==> config.mk <==
export PLATFORM = sky130hd
export DESIGN_NAME = moving_average_difference_flat
export DESIGN_NICKNAME = d
export VERILOG_FILES = /design/src/sv/mad_pkg.sv /design/src/sv/mad_ifs.sv /design/src/sv/mad_ring_ram.sv /design/src/sv/mad_divider.sv /design/src/sv/moving_average_difference.sv /design/src/flat_wrapper.sv
export VERILOG_INCLUDE_DIRS = /design/src /design/src/sv
export SDC_FILE = /design/constraint.sdc
export NUM_CORES = 2
export LEC_CHECK = 0
export BUFFER_PORTS_ARGS = -buffer_cell sky130_fd_sc_hd__clkbuf_2
export CORE_ASPECT_RATIO = 0.7
export CORE_MARGIN = 5
export CORE_UTILIZATION = 57
export DETAILED_ROUTE_END_ITERATION = 10
export PLACE_DENSITY = 0.81
export SETUP_SLACK_MARGIN = 0.15
export SYNTH_ARGS = -nofsm -noshare
export SYNTH_HDL_FRONTEND = slang
export SYNTH_SLANG_ARGS = --single-unit
export TNS_END_PERCENT = 20
==> constraint.sdc <==
create_clock -name clk_i -period 5.85 [get_ports clk_i]
set_input_delay 0.2925 -clock clk_i [delete_from_list [all_inputs] [get_ports clk_i]]
set_output_delay 0.2925 -clock clk_i [all_outputs]
set_load 0.02 [all_outputs]
==> src/sv/assert_macros.svh <==
// Assertion helpers shared by the RTL. Each assertion is clocked by clk_i
// and disabled while rst_ni is low, so the using module must have both.
`ifndef ASSERT_MACROS_SVH
`define ASSERT_MACROS_SVH

`ifndef ASSERT_OFF

`define ASSERT_IMPL(label, ante, cons) \
  label: assert property (@(posedge clk_i) disable iff (!rst_ni) (ante) |-> (cons)) \
    else $error("assertion failed");

`define ASSERT_NEXT(label, ante, cons) \
  label: assert property (@(posedge clk_i) disable iff (!rst_ni) (ante) |=> (cons)) \
    else $error("assertion failed");

`else

`define ASSERT_IMPL(label, ante, cons)

`define ASSERT_NEXT(label, ante, cons)

`endif

`endif

==> src/sv/mad_pkg.sv <==
`default_nettype none

package mad_pkg;

  localparam int MaxWindow   = 64;
  localparam int IdxW        = $clog2(MaxWindow);
  localparam int WinW        = IdxW + 1;
  localparam int SampleW     = 32;
  localparam int SumW        = SampleW + IdxW;
  localparam int DiffW       = SampleW + 1;
  localparam int DivSteps    = SumW;
  localparam int DivCntW     = $clog2(DivSteps);

  localparam logic [WinW-1:0] WindowReset = WinW'(MaxWindow);

  typedef logic signed [SampleW-1:0] sample_t;
  typedef logic signed [SumW-1:0]    sum_t;
  typedef logic signed [DiffW-1:0]   diff_t;
  typedef logic        [WinW-1:0]    win_t;
  typedef logic        [IdxW-1:0]    idx_t;

  typedef struct packed {
    logic busy;
    logic done;
  } div_stat_t;

endpackage

`default_nettype wire

==> src/sv/mad_ifs.sv <==
`default_nettype none

interface mad_cfg_if;
  import mad_pkg::*;
  logic valid;
  logic ready;
  win_t window_len;
  modport source (output valid, output window_len, input ready);
  modport sink   (input valid, input window_len, output ready);
endinterface

interface mad_sample_if;
  import mad_pkg::*;
  logic    valid;
  logic    ready;
  sample_t sample;
  modport source (output valid, output sample, input ready);
  modport sink   (input valid, input sample, output ready);
endinterface

interface mad_result_if;
  import mad_pkg::*;
  logic    valid;
  logic    ready;
  sample_t average;
  diff_t   difference;
  modport source (output valid, output average, output difference, input ready);
  modport sink   (input valid, input average, input difference, output ready);
endinterface

`default_nettype wire

==> src/sv/mad_ring_ram.sv <==
`default_nettype none

module mad_ring_ram (
  input  logic                clk_i,
  input  logic                we_i,
  input  logic [mad_pkg::IdxW-1:0] waddr_i,
  input  mad_pkg::sample_t    wdata_i,
  input  logic                re_i,
  input  logic [mad_pkg::IdxW-1:0] raddr_i,
  output mad_pkg::sample_t    rdata_o
);
  import mad_pkg::*;

  sample_t mem [MaxWindow];
  sample_t rdata_q;

  always_ff @(posedge clk_i) begin
    if (we_i) begin
      mem[waddr_i] <= wdata_i;
    end
  end

  always_ff @(posedge clk_i) begin
    if (re_i) begin
      rdata_q <= mem[raddr_i];
    end
  end

  assign rdata_o = rdata_q;

endmodule

`default_nettype wire

==> src/sv/mad_divider.sv <==
`default_nettype none

module mad_divider (
  input  logic               clk_i,
  input  logic               rst_ni,
  input  logic               start_i,
  input  mad_pkg::sum_t      dividend_i,
  input  mad_pkg::win_t      divisor_i,
  output mad_pkg::sum_t      quotient_o,
  output mad_pkg::div_stat_t stat_o
);
  import mad_pkg::*;

  logic [SumW-1:0]    quo_q, quo_d;
  logic [WinW-1:0]    rem_q, rem_d;
  win_t               div_q, div_d;
  logic [DivCntW-1:0] cnt_q, cnt_d;
  logic               neg_q, neg_d;
  logic               busy_q, busy_d;
  logic               done_q, done_d;

  logic [WinW:0]   trial;
  logic [WinW:0]   trial_sub;
  logic            ge;
  logic [SumW-1:0] mag;

  // Restoring division on magnitudes, one quotient bit per cycle; the sign
  // is applied at the end so the result truncates toward zero.
  always_comb begin
    trial     = {rem_q, quo_q[SumW-1]};
    ge        = trial >= {1'b0, div_q};
    trial_sub = trial - {1'b0, div_q};
    mag       = dividend_i[SumW-1] ? (-dividend_i) : dividend_i;

    quo_d  = quo_q;
    rem_d  = rem_q;
    div_d  = div_q;
    cnt_d  = cnt_q;
    neg_d  = neg_q;
    busy_d = busy_q;
    done_d = 1'b0;

    if (start_i) begin
      quo_d  = mag;
      rem_d  = '0;
      div_d  = divisor_i;
      cnt_d  = DivCntW'(DivSteps - 1);
      neg_d  = dividend_i[SumW-1];
      busy_d = 1'b1;
    end else if (busy_q) begin
      quo_d = {quo_q[SumW-2:0], ge};
      rem_d = ge ? trial_sub[WinW-1:0] : trial[WinW-1:0];
      cnt_d = cnt_q - DivCntW'(1);
      if (cnt_q == '0) begin
        busy_d = 1'b0;
        done_d = 1'b1;
      end
    end
  end

  always_ff @(posedge clk_i or negedge rst_ni) begin
    if (!rst_ni) begin
      busy_q <= 1'b0;
      done_q <= 1'b0;
      cnt_q  <= '0;
    end else begin
      busy_q <= busy_d;
      done_q <= done_d;
      cnt_q  <= cnt_d;
    end
  end

  always_ff @(posedge clk_i) begin
    quo_q <= quo_d;
    rem_q <= rem_d;
    div_q <= div_d;
    neg_q <= neg_d;
  end

  assign quotient_o  = neg_q ? sum_t'(-quo_q) : sum_t'(quo_q);
  assign stat_o.busy = busy_q;
  assign stat_o.done = done_q;

endmodule

`default_nettype wire

==> src/sv/moving_average_difference.sv <==
`default_nettype none
`include "assert_macros.svh"

// Moving average over a ring of the last 64 signed Q16.16 samples, giving
// the mean and the sample minus the mean for every sample taken. Until the
// ring has wrapped once the mean covers only the samples seen so far; after
// that it covers window_len samples (0 acts as 1, above 64 acts as 64), and
// the mean is truncated toward zero and saturated to 32 bits. The oldest
// ring entry is read at the transfer itself. The update state updates the
// running sum, writes the memory back and starts the divider, which
// produces one quotient bit a cycle. The divide state sees the divider
// finish, and the output state loads the output register, waiting while
// the last result is untaken. The next sample can be taken only after that
// load. A new sample is taken once the previous one has reached the output
// register, even if that result is still waiting to be taken. Change
// window_len only while idle, and reset the block after changing it
// mid-stream for a clean window.
module moving_average_difference (
  input  logic         clk_i,
  input  logic         rst_ni,
  mad_cfg_if.sink      cfg_i,
  mad_sample_if.sink   sample_i,
  mad_result_if.source result_o
);
  import mad_pkg::*;

  localparam logic [1:0] StIdle   = 2'd0;
  localparam logic [1:0] StUpdate = 2'd1;
  localparam logic [1:0] StDiv    = 2'd2;
  localparam logic [1:0] StOut    = 2'd3;

  logic [1:0]           state_q, state_d;
  win_t                 window_q;
  sample_t              sample_q;
  sum_t                 sum_q, sum_d;
  idx_t                 idx_q, idx_d;
  logic                 filled_q, filled_d;
  logic [MaxWindow-1:0] valid_q;
  logic                 out_valid_q;
  sample_t              avg_q;
  diff_t                diff_q;

  logic      in_fire;
  logic      out_free;
  win_t      eff_win;
  win_t      idx_next;
  sample_t   ram_rdata;
  sample_t   old_sample;
  logic      div_start;
  win_t      divisor;
  sum_t      quotient;
  div_stat_t div_stat;
  sample_t   avg_sat;
  diff_t     diff_val;

  assign cfg_i.ready    = 1'b1;
  assign sample_i.ready = (state_q == StIdle);
  assign in_fire        = sample_i.valid && sample_i.ready;
  assign out_free       = !out_valid_q || result_o.ready;

  always_comb begin
    if (window_q >= WinW'(MaxWindow)) begin
      eff_win = WinW'(MaxWindow);
    end else if (window_q == '0) begin
      eff_win = WinW'(1);
    end else begin
      eff_win = window_q;
    end
  end

  assign idx_next   = WinW'(idx_q) + WinW'(1);
  assign old_sample = valid_q[idx_q] ? ram_rdata : '0;
  assign div_start  = (state_q == StUpdate);
  assign divisor    = filled_q ? eff_win : idx_next;

  mad_ring_ram u_ram (
    .clk_i   (clk_i),
    .we_i    (div_start),
    .waddr_i (idx_q),
    .wdata_i (sample_q),
    .re_i    (in_fire),
    .raddr_i (idx_q),
    .rdata_o (ram_rdata)
  );

  mad_divider u_div (
    .clk_i      (clk_i),
    .rst_ni     (rst_ni),
    .start_i    (div_start),
    .dividend_i (sum_d),
    .divisor_i  (divisor),
    .quotient_o (quotient),
    .stat_o     (div_stat)
  );

  always_comb begin
    state_d  = state_q;
    sum_d    = sum_q;
    idx_d    = idx_q;
    filled_d = filled_q;
    case (state_q)
      StIdle: begin
        if (in_fire) begin
          state_d = StUpdate;
        end
      end
      StUpdate: begin
        sum_d = sum_q - sum_t'(old_sample) + sum_t'(sample_q);
        if (idx_next >= eff_win) begin
          idx_d    = '0;
          filled_d = 1'b1;
        end else begin
          idx_d = idx_next[IdxW-1:0];
        end
        state_d = StDiv;
      end
      StDiv: begin
        if (div_stat.done) begin
          state_d = StOut;
        end
      end
      StOut: begin
        if (out_free) begin
          state_d = StIdle;
        end
      end
      default: begin
        state_d = StIdle;
      end
    endcase
  end

  // The quotient fits in SumW bits; clamp it to the 32-bit sample range.
  always_comb begin
    if (quotient[SumW-1:SampleW-1] == '0 || quotient[SumW-1:SampleW-1] == '1) begin
      avg_sat = quotient[SampleW-1:0];
    end else if (quotient[SumW-1]) begin
      avg_sat = {1'b1, {(SampleW-1){1'b0}}};
    end else begin
      avg_sat = {1'b0, {(SampleW-1){1'b1}}};
    end
    diff_val = diff_t'(sample_q) - diff_t'(avg_sat);
  end

  always_ff @(posedge clk_i or negedge rst_ni) begin
    if (!rst_ni) begin
      state_q     <= StIdle;
      window_q    <= WindowReset;
      sum_q       <= '0;
      idx_q       <= '0;
      filled_q    <= 1'b0;
      valid_q     <= '0;
      out_valid_q <= 1'b0;
    end else begin
      state_q  <= state_d;
      sum_q    <= sum_d;
      idx_q    <= idx_d;
      filled_q <= filled_d;
      if (cfg_i.valid && cfg_i.ready) begin
        window_q <= cfg_i.window_len;
      end
      if (div_start) begin
        valid_q[idx_q] <= 1'b1;
      end
      if (state_q == StOut && out_free) begin
        out_valid_q <= 1'b1;
      end else if (result_o.ready) begin
        out_valid_q <= 1'b0;
      end
    end
  end

  always_ff @(posedge clk_i) begin
    if (in_fire) begin
      sample_q <= sample_i.sample;
    end
    if (state_q == StOut && out_free) begin
      avg_q  <= avg_sat;
      diff_q <= diff_val;
    end
  end

  assign result_o.valid      = out_valid_q;
  assign result_o.average    = avg_q;
  assign result_o.difference = diff_q;

  `ASSERT_NEXT(a_accept_to_update, in_fire, state_q == StUpdate)
  `ASSERT_IMPL(a_div_idle_on_start, div_start, !div_stat.busy)
  `ASSERT_IMPL(a_result_from_out, $rose(out_valid_q), $past(state_q) == StOut)
  `ASSERT_NEXT(a_filled_sticks, filled_q, filled_q)
  `ASSERT_IMPL(a_done_in_div, div_stat.done, state_q == StDiv)

endmodule

`default_nettype wire
==> src/flat_wrapper.sv <==
// flat-port wrapper written by rule: the top's interface ports become plain ports
module moving_average_difference_flat import mad_pkg::*;
  (clk_i, rst_ni, cfg_i_valid, cfg_i_window_len, cfg_i_ready, sample_i_valid, sample_i_sample, sample_i_ready, result_o_valid, result_o_average, result_o_difference, result_o_ready);
  mad_cfg_if cfg_i_i ();
  mad_sample_if sample_i_i ();
  mad_result_if result_o_i ();
  input  logic clk_i;
  input  logic rst_ni;
  input wire logic [$bits(cfg_i_i.valid)-1:0] cfg_i_valid;
  input wire logic [$bits(cfg_i_i.window_len)-1:0] cfg_i_window_len;
  output wire logic [$bits(cfg_i_i.ready)-1:0] cfg_i_ready;
  input wire logic [$bits(sample_i_i.valid)-1:0] sample_i_valid;
  input wire logic [$bits(sample_i_i.sample)-1:0] sample_i_sample;
  output wire logic [$bits(sample_i_i.ready)-1:0] sample_i_ready;
  output wire logic [$bits(result_o_i.valid)-1:0] result_o_valid;
  output wire logic [$bits(result_o_i.average)-1:0] result_o_average;
  output wire logic [$bits(result_o_i.difference)-1:0] result_o_difference;
  input wire logic [$bits(result_o_i.ready)-1:0] result_o_ready;
  assign cfg_i_i.valid = cfg_i_valid;
  assign cfg_i_i.window_len = cfg_i_window_len;
  assign cfg_i_ready = cfg_i_i.ready;
  assign sample_i_i.valid = sample_i_valid;
  assign sample_i_i.sample = sample_i_sample;
  assign sample_i_ready = sample_i_i.ready;
  assign result_o_valid = result_o_i.valid;
  assign result_o_average = result_o_i.average;
  assign result_o_difference = result_o_i.difference;
  assign result_o_i.ready = result_o_ready;
  moving_average_difference u_core (.clk_i(clk_i), .rst_ni(rst_ni), .cfg_i(cfg_i_i), .sample_i(sample_i_i), .result_o(result_o_i));
endmodule
==> summary.txt <==
Global routing
  – Vias in the first global route: 58,180
  – Met3 usage: 16.22%
  – Most Crowded Layer GR: met1
  – GR Layer Usage met1: 47.24%
  – Gr ovfl total: 0
  – Largest net degree at the start of global routing: 123
  – M2 GR Usage: 46.07%
  – Gr usage total: around 34%
  – Initial antenna violation count: 24
  – First-pass GRT wire length: 415.3 mm

Place
  – Placement Setup Slack: -0.8007 ns
  – Placer Congestion: ~1.0
  – Placed Area: 100,200 sq um
  – PortBufs: 110
  – HPWL after detailed placement: 177.9 mm

Floorplan
  – Die W: between 400 and 500 microns
  – Top Ports: 112
  – Die Span Y: roughly 350 microns
  – Die ar.: 171,100 sq um
  – Core footprint: approximately 160,000 sq um
  – Num rows: ~120
  – Initial Util: 57.54%

Status
  – Outcome: finished with violations
  – Failing checks: max-capacitance violations, max-slew violations, negative setup slack

Setup path
  – Worst setup path startpoint: u_core.u_div.quo_q[9]
  – R2R Path Start: u_core.u_div.quo_q[9]
  – Startpoint types: flop
  – Reg-to-reg slack, setup: -0.66 ns
  – Arrival @ worst endpoint: between 7 and 8 ns
  – Reg-to-reg endpoint: u_core.result_o.difference[20]
  – Worst Path Max Fanout: 5
  – FF-to-FF path depth: 27
  – Crit. End Element: flop
  – CP endpoint: u_core.result_o.difference[20]
  – Critical setup path kind: flop to flop
  – CP Data Required Time: 6.44 ns

Logic synthesis
  – Main synth FF type: edfxtp_1
  – Post-synth cell types: 84
  – Mux share of post-synthesis cell area: 0.6688%
  – Synth Area in Compound Gates: 13.76%
  – Synth Area in Simple Gates: between 4 and 5%
  – Main area contributors after synthesis: edfxtp_1 (72%), a22oi_1 (5.3%), dfrtp_1 (3.4%)
  – FF+latch count, synth: 2,357
  – Largest family of logic cells by synthesized area: compound AO/OA/AOI/OAI gates
  – Largest area contributor in the netlist: edfxtp_1
  – Cells after synthesis: 5,786
  – Syn nets: 5,962
  – Avg Inst Size Synth: 16.04 sq um
  – Yosys warnings: 0
  – FFs w/ async S/R, synth: 5.388%
  – Mapped Area: roughly 93,000 sq um
  – Post-Synth XOR/XNOR Area: 1.218%
  – Post-synth EDFFs: 2,223
  – Post-synth top area share: 71.94%
  – Post-Synth Adder-Cell Area: 2.095%
  – Register area share after synthesis: between 70% and 80%

Clock tree
  – CTS tree: built
  – CTS H-tree depth: 4
  – Clk root buf: clkbuf_16
  – CTS buffer count: 195
  – Worst-path clk slew: 0.07 ns
  – Clock latency on the worst-skew pair: 0.87 ns
  – Clk buf depth: 3
  – Clock tree sinks: 2,357

Layout
  – Nets: approximately 6,600
  – Final Cell Area: 108,900 sq um
  – Syn-to-layout area delta: 17.30%
  – Layout cells sized above 1: 21.75%

Route
  – DRT antenna net count: 0
  – DRC: 0
  – Routed len/inst: 33.77 microns
  – Vias/cell: 6.995
  – Drt total wl: about 300 mm
  – Initial DRC count: 11,490
  – Vias: 61,280
  – Length of the first detailed-routing pass in iterations: 7

STA
  – Clock skew: roughly 0.060 ns
  – Maximum clock rate: about 150 MHz
  – Tmin final: 6.511 ns
  – Final Hold Fails: 0
  – Final WS setup: -0.6608 ns
  – RSZ-0062 raised after global routing: true
  – Final Slew Violations: 5
  – Setup TNS Final: -12.47 ns
  – Period utilisation layout: 111.3%
  – Worst Tran Pin Value: between 1.5 and 2 ns
  – Final setup fails: a little over 50
  – Worst rel slew slack: -3.210%

Hold path
  – Hold Path Class: input pin to asynchronous set/reset pin

Run
  – MaxCap Viol Count: 3

Power
  – Max rail drop VDD: approximately 1.1 mV
  – Leakage: between 30 and 40 nW
  – P per Cell Area: a little under 700 nW/um^2
==> cells by family (layout without fill, tap and decap cells) <==
group / Yosys count / after routing
buffers and inverters: 544 / 1383
other: 1 / 11
xor gates and xnor gates: 129 / 129
DFF: 2357 / 2357
muxes: 46 / 46
AOI/OAI and AO/OA: 1761 / 1761
adders and majority gates: 132 / 132
and+or+nand+nor: 816 / 816
==> metal layers <==
layer	up-vias	part of all wire, %
li1	24660	-
met1	30360	36
met2	5521	41
met3	730	19
met4	8	4.1
met5	-	0.017
==> how the worst min path moves through the flow <==
stage / from / endpoint / slack (ns) / cells past startpoint
finish: rst_ni / u_core.sum_q[28] / 0.00009 / 2
global route: rst_ni / u_core.filled_q / 0.06 / 2
CTS: rst_ni / u_core.sum_q[30] / 0.004 / 2
detailed placement: rst_ni / u_core.window_q[0] / 0.34 / 1
global placement: rst_ni / u_core.window_q[0] / 0.32 / 1
floorplan: rst_ni / u_core.filled_q / -0.003 / 0
==> worst max-delay path: stages (launching register included) <==
cell and delay [ns]:
edfxtp_1 0.39, or4_4 0.55, or2_4 0.25, or3_4 0.35, or2_4 0.26, or4_4 0.51, or2_4 0.30, o41ai_4 0.26
xnor2_2 0.23, o31ai_4 0.20, a21oi_2 0.23, ha_2 0.24, inv_2 0.04, fa_2 0.34, a21o_1 0.18, a21oi_2 0.17
nor2b_2 0.07, o211ai_1 0.26, buf_4 0.18, buf_6 0.09, and2_4 0.15, o21ai_2 0.06, a21o_1 0.21, a21oi_2 0.21
buf_4 0.14, nor2b_1 0.04, nor2_1 0.21, xnor2_1 0.14
==> cells in the mapped netlist (all sizes together), types with 63 or more instances <==
| cell | count |
|---|---|
| o21ai | 81 |
| nand4 | 104 |
| clkbuf | 279 |
| edfxtp | 2223 |
| inv | 202 |
| nand2 | 131 |
| a22oi | 657 |
| dfrtp | 126 |
| nand3 | 104 |
| a21oi | 268 |
| buf | 63 |
| nor2 | 209 |
| xnor2 | 69 |
| a21o | 69 |
| or2 | 79 |
| ha | 93 |
| a22o | 189 |
| a31oi | 152 |
| a221oi | 195 |
==> what timing repair did <==
item,4_1_cts,5_1_grt
hold buffers,51,0
setup buffers,44,22
pin swaps,86,78
endpoints found under the hold margin,110,0
endpoints found under the setup margin,66,66
gates resized for setup,204,94
gates cloned,2,0
==> report_power, final <==
part	switching (mW)	internal [mW]
Clock	6.08	6.89
Sequential	0.664	20.8
Combinational	23.4	16.9
Total	30.2	44.6
==> layout by cell type (no fill, tap or decap), types with 70 or more instances in the layout <==
cell / Yosys / routed
edfxtp_1: 2223 / 2223
a22oi_1: 657 / 653
buf_4: 4 / 615
a21oi_1: 268 / 232
clkbuf_16: 0 / 198
inv_1: 202 / 196
a221oi_1: 195 / 189
a22o_1: 189 / 189
a31oi_1: 151 / 144
nor2_1: 209 / 136
nand2_1: 131 / 130
dfrtp_1: 126 / 123
clkbuf_2: 1 / 109
nand4_1: 104 / 104
nand3_1: 104 / 95
or2_2: 75 / 74
ha_1: 93 / 70
==> final cells by class <==
| cell class | count | area [sq um] |
|---|---|---|
| Clock inverter | 97 | 973.4 |
| Multi-Input combinational cell | 2885 | 22640 |
| Clock buffer | 256 | 5192 |
| Timing Repair Buffer | 828 | 6529 |
| Inverter | 202 | 758.2 |
| Fill cell | 10110 | 52430 |
| Antenna cell | 10 | 25.02 |
| Sequential cell | 2357 | 70080 |
| Tap cell | 2125 | 2659 |
==> per-stage QoR <==
step	instances	utilization, %	power, mW	hold slack [ns]
3_3_place_gp	8278	62.12	55.67	0.3244
5_1_grt	8750	67.47	77.55	0.06151
2_1_floorplan	5786	-	40.79	-0.003091
6_report	8760	67.49	74.73	0.00009226
4_1_cts	8728	67.09	71.90	0.003799
3_5_place_dp	8278	62.12	56.20	0.3368
==> state kept, by name, indices dropped and copies added (netlist names), 32 cells and up <==
register,count
u_core.valid_q,64
u_core.result_o.difference,33
u_core.u_div.quo_q,38
u_core.sample_q,32
u_core.sum_q,38
u_core.u_ram.mem,2048
u_core.result_o.average,32
u_core.u_ram.rdata_o,32
No activity file was read; power rests on OpenSTA's default activity.
